**src/design/shg_pkg.sv**
```systemverilog
// Shared types and constants for the horizontal Sobel gradient block.
`timescale 1ns / 1ps

package shg_pkg;

   // Request command codes
   localparam logic CMD_PIXEL = 1'b0;
   localparam logic CMD_DRAIN = 1'b1;

   // Fixed field widths
   localparam int GRAD_BITS  = 11;
   localparam int SIZE_BITS  = 11;
   localparam int SIZE_MIN   = 3;
   localparam int SIZE_RESET = 512;

   // One result as it sits in the output buffer
   typedef struct packed {
      logic signed [GRAD_BITS-1:0] gradient;
      logic                        frame_last;
   } shg_result_type;

endpackage

```
**src/design/shg_rsp_if.sv**
```systemverilog
// Result channel: at most one signed gradient per request.
`timescale 1ns / 1ps

interface shg_rsp_if;
   import shg_pkg::*;

   logic                        valid;
   logic                        ready;
   logic signed [GRAD_BITS-1:0] gradient;
   logic                        frame_last;

   modport source (output valid, output gradient, output frame_last, input ready);
   modport sink   (input valid, input gradient, input frame_last, output ready);
endinterface

```
**src/design/shg_out_fifo.sv**
```systemverilog
// Two-entry output buffer that drives the result channel.
`timescale 1ns / 1ps

module shg_out_fifo (
   input  logic                   clock,
   input  logic                   reset,
   input  logic                   push,
   input  shg_pkg::shg_result_type push_data,
   output logic                   full,
   shg_rsp_if.source              rsp_chan
);
   import shg_pkg::*;

   shg_result_type entry_ff [2];
   logic           wr_ptr_ff, wr_ptr_in;
   logic           rd_ptr_ff, rd_ptr_in;
   logic [1:0]     count_ff, count_in;
   logic           pop;

   assign pop  = rsp_chan.valid && rsp_chan.ready;
   assign full = (count_ff == 2'd2);

   // Advance pointers and occupancy
   always_comb begin
      wr_ptr_in = push ? ~wr_ptr_ff : wr_ptr_ff;
      rd_ptr_in = pop ? ~rd_ptr_ff : rd_ptr_ff;
      count_in  = count_ff;
      if (push && !pop) begin
         count_in = count_ff + 2'd1;
      end else if (pop && !push) begin
         count_in = count_ff - 2'd1;
      end
   end

   always_ff @(posedge clock) begin
      if (reset) begin
         wr_ptr_ff <= 1'b0;
         rd_ptr_ff <= 1'b0;
         count_ff  <= 2'd0;
      end else begin
         wr_ptr_ff <= wr_ptr_in;
         rd_ptr_ff <= rd_ptr_in;
         count_ff  <= count_in;
      end
   end

   // Hold result payloads
   always_ff @(posedge clock) begin
      if (push) begin
         entry_ff[wr_ptr_ff] <= push_data;
      end
   end

   assign rsp_chan.valid      = (count_ff != 2'd0);
   assign rsp_chan.gradient   = entry_ff[rd_ptr_ff].gradient;
   assign rsp_chan.frame_last = entry_ff[rd_ptr_ff].frame_last;

endmodule

```
**src/flat_wrapper.sv**
```systemverilog
// flat-port wrapper written by rule: the top's interface ports become plain ports
module shg_out_fifo_flat import shg_pkg::*;
  (clock, reset, push, push_data, full, rsp_chan_valid, rsp_chan_gradient, rsp_chan_frame_last, rsp_chan_ready);
  shg_rsp_if rsp_chan_i ();
  input  logic clock;
  input  logic reset;
  input  logic push;
  input  shg_pkg::shg_result_type push_data;
  output logic full;
  output wire logic [$bits(rsp_chan_i.valid)-1:0] rsp_chan_valid;
  output wire logic [$bits(rsp_chan_i.gradient)-1:0] rsp_chan_gradient;
  output wire logic [$bits(rsp_chan_i.frame_last)-1:0] rsp_chan_frame_last;
  input wire logic [$bits(rsp_chan_i.ready)-1:0] rsp_chan_ready;
  assign rsp_chan_valid = rsp_chan_i.valid;
  assign rsp_chan_gradient = rsp_chan_i.gradient;
  assign rsp_chan_frame_last = rsp_chan_i.frame_last;
  assign rsp_chan_i.ready = rsp_chan_ready;
  shg_out_fifo u_core (.clock(clock), .reset(reset), .push(push), .push_data(push_data), .full(full), .rsp_chan(rsp_chan_i));
endmodule
```
**config.mk**
```make
export PLATFORM = sky130hd
export DESIGN_NAME = shg_out_fifo_flat
export DESIGN_NICKNAME = d
export VERILOG_FILES = /design/src/design/shg_pkg.sv /design/src/design/shg_rsp_if.sv /design/src/design/shg_out_fifo.sv /design/src/flat_wrapper.sv
export SDC_FILE = /design/constraint.sdc
export NUM_CORES = 1
export LEC_CHECK = 0
export BUFFER_PORTS_ARGS = -buffer_cell sky130_fd_sc_hd__buf_2
export CAP_MARGIN = 20
export CORE_ASPECT_RATIO = 0.75
export CORE_UTILIZATION = 35
export DETAILED_ROUTE_END_ITERATION = 12
export PLACE_DENSITY = 0.58
export SLEW_MARGIN = 40
export SYNTH_ARGS = -nofsm -noshare
export SYNTH_HDL_FRONTEND = slang
export SYNTH_SLANG_ARGS = --single-unit
```
**constraint.sdc**
```tcl
create_clock -name clock -period 1.5 [get_ports clock]
set_clock_uncertainty 0.15 [all_clocks]
set_input_delay 0.3 -clock clock [delete_from_list [all_inputs] [get_ports clock]]
set_output_delay 0.3 -clock clock [all_outputs]
set_load 0.01 [all_outputs]
```
# Word-level counts from Yosys, hierarchy flattened
# Memories as Yosys holds them, arrays and structs flattened. A register that Yosys moved wholly into a read port is not among the register bits.
# Cells that the tools add are included.
dict set report word_totals {
  register_bits 4
  ramBits 24
  in_bits 16
  output_inout_bits 14
  memories 1
}
# memory words word_bits rd rd_clocked_by_memory_dff write_ports line
set mem_list {}
lappend mem_list {u_core.entry_ff 2 12 1 1 1 shg_out_fifo.sv:14} ;# shg_result_type entry_ff [2];
dict set report classes {
  addsub 2
  n_eq_ne 1
  mux 6
  n_bitwise 2
  n_reduce_logical 7
}
# cell count
set ops {}
lappend ops {{$mux W1} 4}
lappend ops {{$mux W2} 2}
lappend ops {{$reduce_bool A2 Y1} 2}
lappend ops {{$logic_and A1 B1 Y1} 3}
lappend ops {{$add A2 B1 Y2 const B} 1}
lappend ops {{$eq A2 B2 Y1 const B} 1}
lappend ops {{$logic_not A1 Y1} 2}
lappend ops {{$not A1 Y1} 2}
lappend ops {{$sub A2 B1 Y2 const B} 1}

# Logic depth before layout (Yosys ltp)
# Gate-level depths: netlist of the first run.
dict set report depth {
  ltp_word 5
  mapped_depth 5
}

# Least setup slack after synthesis of the first run
# Ideal clock, no wire load.
dict set report synth_path {
  path_type {register to register}
  startpoint {register u_core.count_ff[0]}
  endpoint {register u_core.count_ff[1]}
  setup_ps 70
  arrival_ps 1329
  required_ps 1280
  path_slack_ps -48
  path_stages_with_launch 5
  path_buffers 0
  period_less_slack_ps 1548
  cell_sequence {dfxtp_1 -> o21ai_0 -> ha_1 -> or3_1 -> a21oi_1}
}
dict set report synth_between {
  elab_chain_cells 5
  elab_cells_between_ends 10
  classes_between {2 x add/sub; 2 x mux; 6 x reduce/logical}
}
# element line
set synth_rtl {}
lappend synth_rtl {{start, declared} shg_out_fifo.sv:17} ;# logic [1:0] count_ff, count_in;
lappend synth_rtl {{start signal, assigned} shg_out_fifo.sv:43} ;# count_ff <= count_in;
lappend synth_rtl {{branches (longest 5 deep; another with $sub A2 B1 Y2)} n/a}
# Parallel ways; which one is timed is not known. The select of a mux whose other input is x is not followed.
# A chain may end at the register's enable or synchronous reset.

==> key figures, run 1 <==
Synthesis
  • Register area share after synthesis: 0.765
  • Post-synth ARST share: 0
  • Synthesis-stage register bit count: 29
  • Yosys top cell by area: edfxtp_1
  • Top post-synthesis cells by count: 24 x edfxtp_1, 12 x mux2_2, 5 x dfxtp_1, 4 x nor2_1, 3 x xor2_1
  • Post-synthesis cell type count: 15
  • Yosys warning count: 0
  • Top FF cell, synth: edfxtp_1
  • Count leader, synth: edfxtp_1
  • Post-Syn Nets: 76
  • Synth Cell Area: about 1100 um2
  • Gate Count Post-Synth: 59
  • Top cells by area, synth: edfxtp_1 67%, mux2_2 13%, dfxtp_1 9.3%, xor2_1 2.5%, nor2_1 1.4%
  • Post-synth EDFFs: 24
  • Mean Syn Cell Area: between 15 and 20 um2
  • Yosys top cell area share: 0.672

Routing
  • Routed length per instance: 12.8 um
  • Starting DRT DRC Count: 14
  • # DRC: 0
  • Initial DRT Pass Iterations: 4
  • Routed vias/inst: 4.48
  • Post-Route WL: between 1500 and 2000 um
  • Detail Route Antenna Nets: 0
  • Total number of vias: around 630

Status
  • Failing checks: negative setup slack
  • Status: finished, violations left

Timing
  • Post-route setup slack: -152 ps
  • Max Clock Freq: 606 MHz
  • Rel. slew slack: 0.894
  • Final worst path period share: 1.10
  • RSZ-0062 raised after global routing: yes
  • Worst slew pin tran: roughly 160 ps
  • Min Tclk post-route: ~1700 ps
  • Hold Violations, Final: 0
  • Setup violations, final: 14
  • Final slew viol count: 0

Clock network
  • CTS tree: yes
  • Clock tree buffer depth: 2
  • H-tree levels: 2
  • Root Driver: clkbuf_8
  • CTS sink cnt: 29
  • Worst-Skew Late Latency: about 280 ps
  • CTS clk-pin slew, worst paths: approximately 60 ps
  • Num CTS Buffers: 5

Global route
  • Vias in the first global route: 662
  • Gr usage total: 0.137
  • First-pass GRT wire length: 3000 um
  • Global route overflow: 0
  • Pin count of the biggest net entering global routing: 9
  • Initial antenna violation count: 0

Power
  • Leakage power: 0.646 nW
  • Share of power burned in registers: 0.400
  • Clock power frac: 0.225
  • VDD IR-drop max: 754 uV
  • Gate power share: 0.375
  • Switching power share of the total: 0.262
  • Sw Pwr: just under 0.7 mW
  • Int Power: 1.95 mW
  • P per Cell Area: 1650 nW/um2

Cells and area
  • FF/Latch Area: roughly 830 um2
  • Layout area overhead: 48.5%
  • Final #Nets: 121
  • Filler instances: approximately 230
  • Multi-input gate area: 318 um2
  • Cell area after layout: 1590 um2
  • Final core utilization: 0.577
  • N_diodes: 0
  • Layout cell share with drive strength beyond 1: 0.600

Hold path
  • Min-Delay Path Class: in2reg
  • Worst Hold Depth: 1
  • End of the worst hold path: u_core.entry_ff[1][11]$_DFFE_PP_
  • Hold path startpoint: push_data[11]

Worst setup path
  • CP required: 1050 ps
  • Slowest CP cell: dfxtp_2
  • CP endpoint kind: output pin
  • Reg2Reg Setup Slack: 60 ps
  • R2R Path Start: u_core.count_ff[1]$_SDFFE_PP0P_
  • Delay of the slowest cell on the worst path: between 300 and 400 ps
  • CP delay by family, top: flip-flops
  • Crit path kind: reg2out
  • Startpoint Class: flip-flop
  • Worst-path fanout max: 7
  • Buffers and inverters on the worst path: 2
  • R2R Path End: u_core.count_ff[1]$_SDFFE_PP0P_
  • Worst EP arrival: roughly 1200 ps
  • Reg2Reg Depth: 4
  • CP Cell Sequence: buf_8 -> mux2_4 -> buf_6

Flow run
  • Max-cap violations: 0

Die
  • IO Pins: 30
  • Core area: roughly 2800 um2
  • Die Y: 49.9 um
  • Initial Utilization: 0.388
  • Row cnt: 16
  • Die width: 65.9 um
  • Die Area: 3290 um2

Place
  • GP Congestion: 0.695
  • Buffers added on ports: 29
  • Placed cell areas: 1320 um2
  • Detailed Place HPWL: 1180 um
[timing repair]
action,CTS,global route
hold buffers,0,0
pin swaps,0,0
endpoints found under the setup margin,15,15
resized for setup,34,4
setup buffers,2,0
[worst register-to-register path, stage by stage, from the launching register on]
cell and delay, ps:
dfxtp_2 350, o21ai_4 170, ha_4 220, or3_1 340, a21oi_1 140
[through the flow]
step	power (mW)	TNS [ps]	hold slack (ps)	setup WS [ps]	instances
detailed placement	1.67	0	341	7.17	131
global placement	1.66	0	336	46.1	131
floorplan	1.41	0	219	34.7	59
CTS	2.62	-1900	43.1	-168	141
finish	2.64	-1770	57.1	-152	141
global route	2.80	-2420	43.0	-204	141
[power groups by stage]
stage	sequential [mW]	clock, mW	combinational [mW]
floorplan	1.03	0	0.383
global placement	1.02	0	0.641
detailed placement	1.03	0	0.645
CTS	1.03	0.623	0.967
global route	1.06	0.664	1.07
finish	1.05	0.594	0.988
[cell type report]
type | instances | share of cell area
clock buffer | 8 | 0.0503
tap | 36 | 0.0283
multi-input combinational | 29 | 0.200
timing repair buffer | 39 | 0.203
sequential | 29 | 0.519
[worst max-delay path by stage]
stage | from | end | slack [ps] | cells after the start
2_1_floorplan | u_core.count_ff[0]$_SDFFE_PP0P_ | u_core.count_ff[1]$_SDFFE_PP0P_ | 30 | 4
3_3_place_gp | rsp_chan_ready | u_core.count_ff[1]$_SDFFE_PP0P_ | 50 | 5
3_5_place_dp | rsp_chan_ready | u_core.count_ff[1]$_SDFFE_PP0P_ | 7 | 5
4_1_cts | flip-flop | rsp_chan_frame_last | -170 | 3
5_1_grt | flip-flop | rsp_chan_frame_last | -200 | 3
6_report | flip-flop | rsp_chan_frame_last | -150 | 3
[per-layer routing]
| layer | global-route usage | routed length, um | vias to the layer above |
|---|---|---|---|
| li1 | - | - | 312 |
| met1 | 0.146 | 744 | 293 |
| met2 | 0.204 | 868 | 22 |
| met3 | 0.0949 | 159 | 5 |
| met4 | 0.0652 | 36 | 0 |
| met5 | 0 | 0 | - |
[registers in the layout, summed over array words and instances (netlist names), named ones only]
register          flops
u_core.count_ff       2
u_core.entry_ff      24
u_core.rd_ptr_ff      1
u_core.wr_ptr_ff      1
[cell usage in the layout, fill, tap and decap left out, types with 2 or more instances in the layout]
master / count
edfxtp_1: 24
buf_6: 16
buf_2: 15
mux2_4: 12
buf_4: 7
clkbuf_8: 5
nor2_1: 4
xor2_1: 3
clkbuf_1: 3
dfxtp_2: 2
dfxtp_1: 2
[cell families (layout without fill, tap and decap cells)]
group | after synthesis | after routing | synth area share
buffers and inverters | 1 | 47 | 0.00466
adder cells (fa/ha/maj) | 1 | 1 | 0.0117
flip-flops | 29 | 29 | 0.765
XOR/XNOR | 4 | 4 | 0.0327
multiplexers | 12 | 12 | 0.126
AND/OR/NAND/NOR | 9 | 9 | 0.0455
AO/OA/AOI/OAI | 3 | 3 | 0.0140
(Power assumes the default switching activity.)
==> run 2, diff against run 1 <==
CORE_UTILIZATION = 40   (was 35)
PLACE_DENSITY = 0.65   (was 0.58)
==> run 2 against run 1 <==
Compared with the run above:
- the flow still finishes with violations (negative setup slack)
- hold slack got worse by 39 ps
- sequential power about the same
- critical path depth unchanged
- flip-flop and latch count unchanged
- largest power group unchanged
==> key figures, run 2 (synthesis gave the netlist of run 1 again) <==
Cells and area
  • N_diodes: 0
  • Layout cell share with drive strength beyond 1: 0.593
  • Commonest non-fill, non-tap cell in the layout: edfxtp_1
  • Biggest regs: u_core.entry_ff (24), u_core.count_ff (2)
  • Final #Nets: 124
  • Filler instances: 188
  • Multi-input gate area: 318 um2
  • Layout area overhead: 48.7%
  • Number of flip-flops in the largest register: 24
  • Commonest cells after routing, fill and taps aside: 24 x edfxtp_1, 16 x buf_6, 15 x buf_2
  • FF/Latch Area: 830 um2
  • Final core utilization: 0.658
  • Final std cells w/o fill: 142
  • Largest reg by FF count: u_core.entry_ff

Timing
  • Hold Violations, Final: 0
  • Worst slew pin tran: 177 ps
  • Setup TNS: -2300 ps
  • Min Tclk post-route: 1690 ps
  • Rel. slew slack: 0.881
  • Post-route setup slack: -192 ps
  • Max Clock Freq: 591 MHz
  • Setup violations, final: 14
  • Final slew viol count: 0
  • RSZ-0062 raised after global routing: yes
  • Final worst path period share: 1.13

Routing
  • Total number of vias: 651
  • Routed vias/inst: 4.58
  • Routed length per instance: 13.2 um
  • Initial DRT Pass Iterations: 4
  • Starting DRT DRC Count: 14
  • # DRC: 0
  • Detail Route Antenna Nets: 0
  • Post-Route WL: approximately 1900 um

Power
  • Int Power: 1.83 mW
  • Share of power burned in registers: 0.420
  • Sw Pwr: 0.689 mW
  • Gate power share: 0.413
  • VDD IR-drop max: 821 uV
  • Leakage power: 0.648 nW
  • Clock power frac: 0.168
  • Switching power share of the total: 0.274
  • P per Cell Area: approximately 1600 nW/um2

Die
  • IO Pins: 30
  • Die Y: roughly 47 um
  • Die Area: 2890 um2
  • Die width: 61.8 um
  • Initial Utilization: 0.443
  • Row cnt: 15
  • Core area: 2420 um2

Clock network
  • CTS sink cnt: 29
  • Clock tree buffer depth: 2
  • Root Driver: clkbuf_4
  • Num CTS Buffers: 5
  • Worst-Skew Late Latency: ~310 ps
  • CTS clk-pin slew, worst paths: 90 ps
  • H-tree levels: 2
  • CTS tree: yes

Global route
  • Pin count of the biggest net entering global routing: 10
  • Initial antenna violation count: 0
  • Global route overflow: 0
  • Vias in the first global route: ~650
  • First-pass GRT wire length: roughly 2900 um
  • Gr usage total: 0.153

Worst setup path
  • Worst EP arrival: 1240 ps
  • Reg2Reg Setup Slack: around 50 ps
  • CP required: 1050 ps
  • Startpoint Class: flip-flop
  • Crit path kind: reg2out
  • Worst-path fanout max: 8
  • CP endpoint kind: output pin

Place
  • Placement Setup Slack: 10.1 ps
  • Post-Place Cells: 130
  • Detailed Place HPWL: 1170 um
  • GP Congestion: slightly above 0.7
  • Buffers added on ports: 29

Hold path
  • Min-Delay Path Class: in2reg

Status
  • Status: finished, violations left
  • Failing checks: negative setup slack

Flow run
  • Max-cap violations: 0
## run 2: repair_timing
action,CTS,global route
pin swaps,0,3
resized for setup,32,6
endpoints found under the setup margin,15,15
hold buffers,0,2
buffers inserted,1,1
hold endpoints to repair,0,4
## run 2: cell type report
cell class | instances | share of cell area
Sequential cell | 29 | 0.520
Timing Repair Buffer | 42 | 0.223
Multi-Input combinational cell | 29 | 0.199
Clock buffer | 7 | 0.0283
Tap cell | 34 | 0.0267
Clock inverter | 1 | 0.00235
## run 2: per-stage QoR
step / power (mW) / hold slack [ps] / instance area [um2]
4_1_cts: 2.46 / 0.556 / 1540
2_1_floorplan: 1.41 / 219 / 1070
5_1_grt: 2.66 / 2.13 / 1590
3_3_place_gp: 1.71 / 338 / 1340
3_5_place_dp: 1.73 / 342 / 1340
6_report: 2.52 / 18.3 / 1590
## run 2: worst paths after layout
kind / end / depth (start not counted) / start
setup / recovery: rsp_chan_gradient[9] / 3 / flip-flop
hold / removal: u_core.entry_ff[1][2]$_DFFE_PP_ / 1 / push_data[2]
setup reg to reg: u_core.count_ff[1]$_SDFFE_PP0P_ / 4 / u_core.count_ff[0]$_SDFFE_PP0P_
hold reg to reg: u_core.rd_ptr_ff$_SDFFE_PP0P_ / 2 / u_core.rd_ptr_ff$_SDFFE_PP0P_
## run 2: power by group through the flow
stage | Combinational (mW) | Sequential [mW] | Clock, mW
final | 1.04 | 1.06 | 0.422
after global routing | 1.12 | 1.07 | 0.468
after CTS | 0.996 | 1.03 | 0.435
after detailed placement | 0.696 | 1.03 | 0
after global placement | 0.682 | 1.03 | 0
after floorplan | 0.383 | 1.03 | 0
## run 2: layer usage
| layer | global-route usage | routed length (um) | up-vias |
|---|---|---|---|
| met5 | 0 | 0 | - |
| met4 | 0.0933 | 35 | 0 |
| met3 | 0.0661 | 108 | 5 |
| met2 | 0.245 | 959 | 22 |
| met1 | 0.173 | 765 | 309 |
| li1 | - | - | 315 |
## run 2: worst max-delay path, stage by stage (launching register included)
cell and delay [ps]:
dfxtp_2 360, buf_12 140, mux2_4 310, buf_6 120
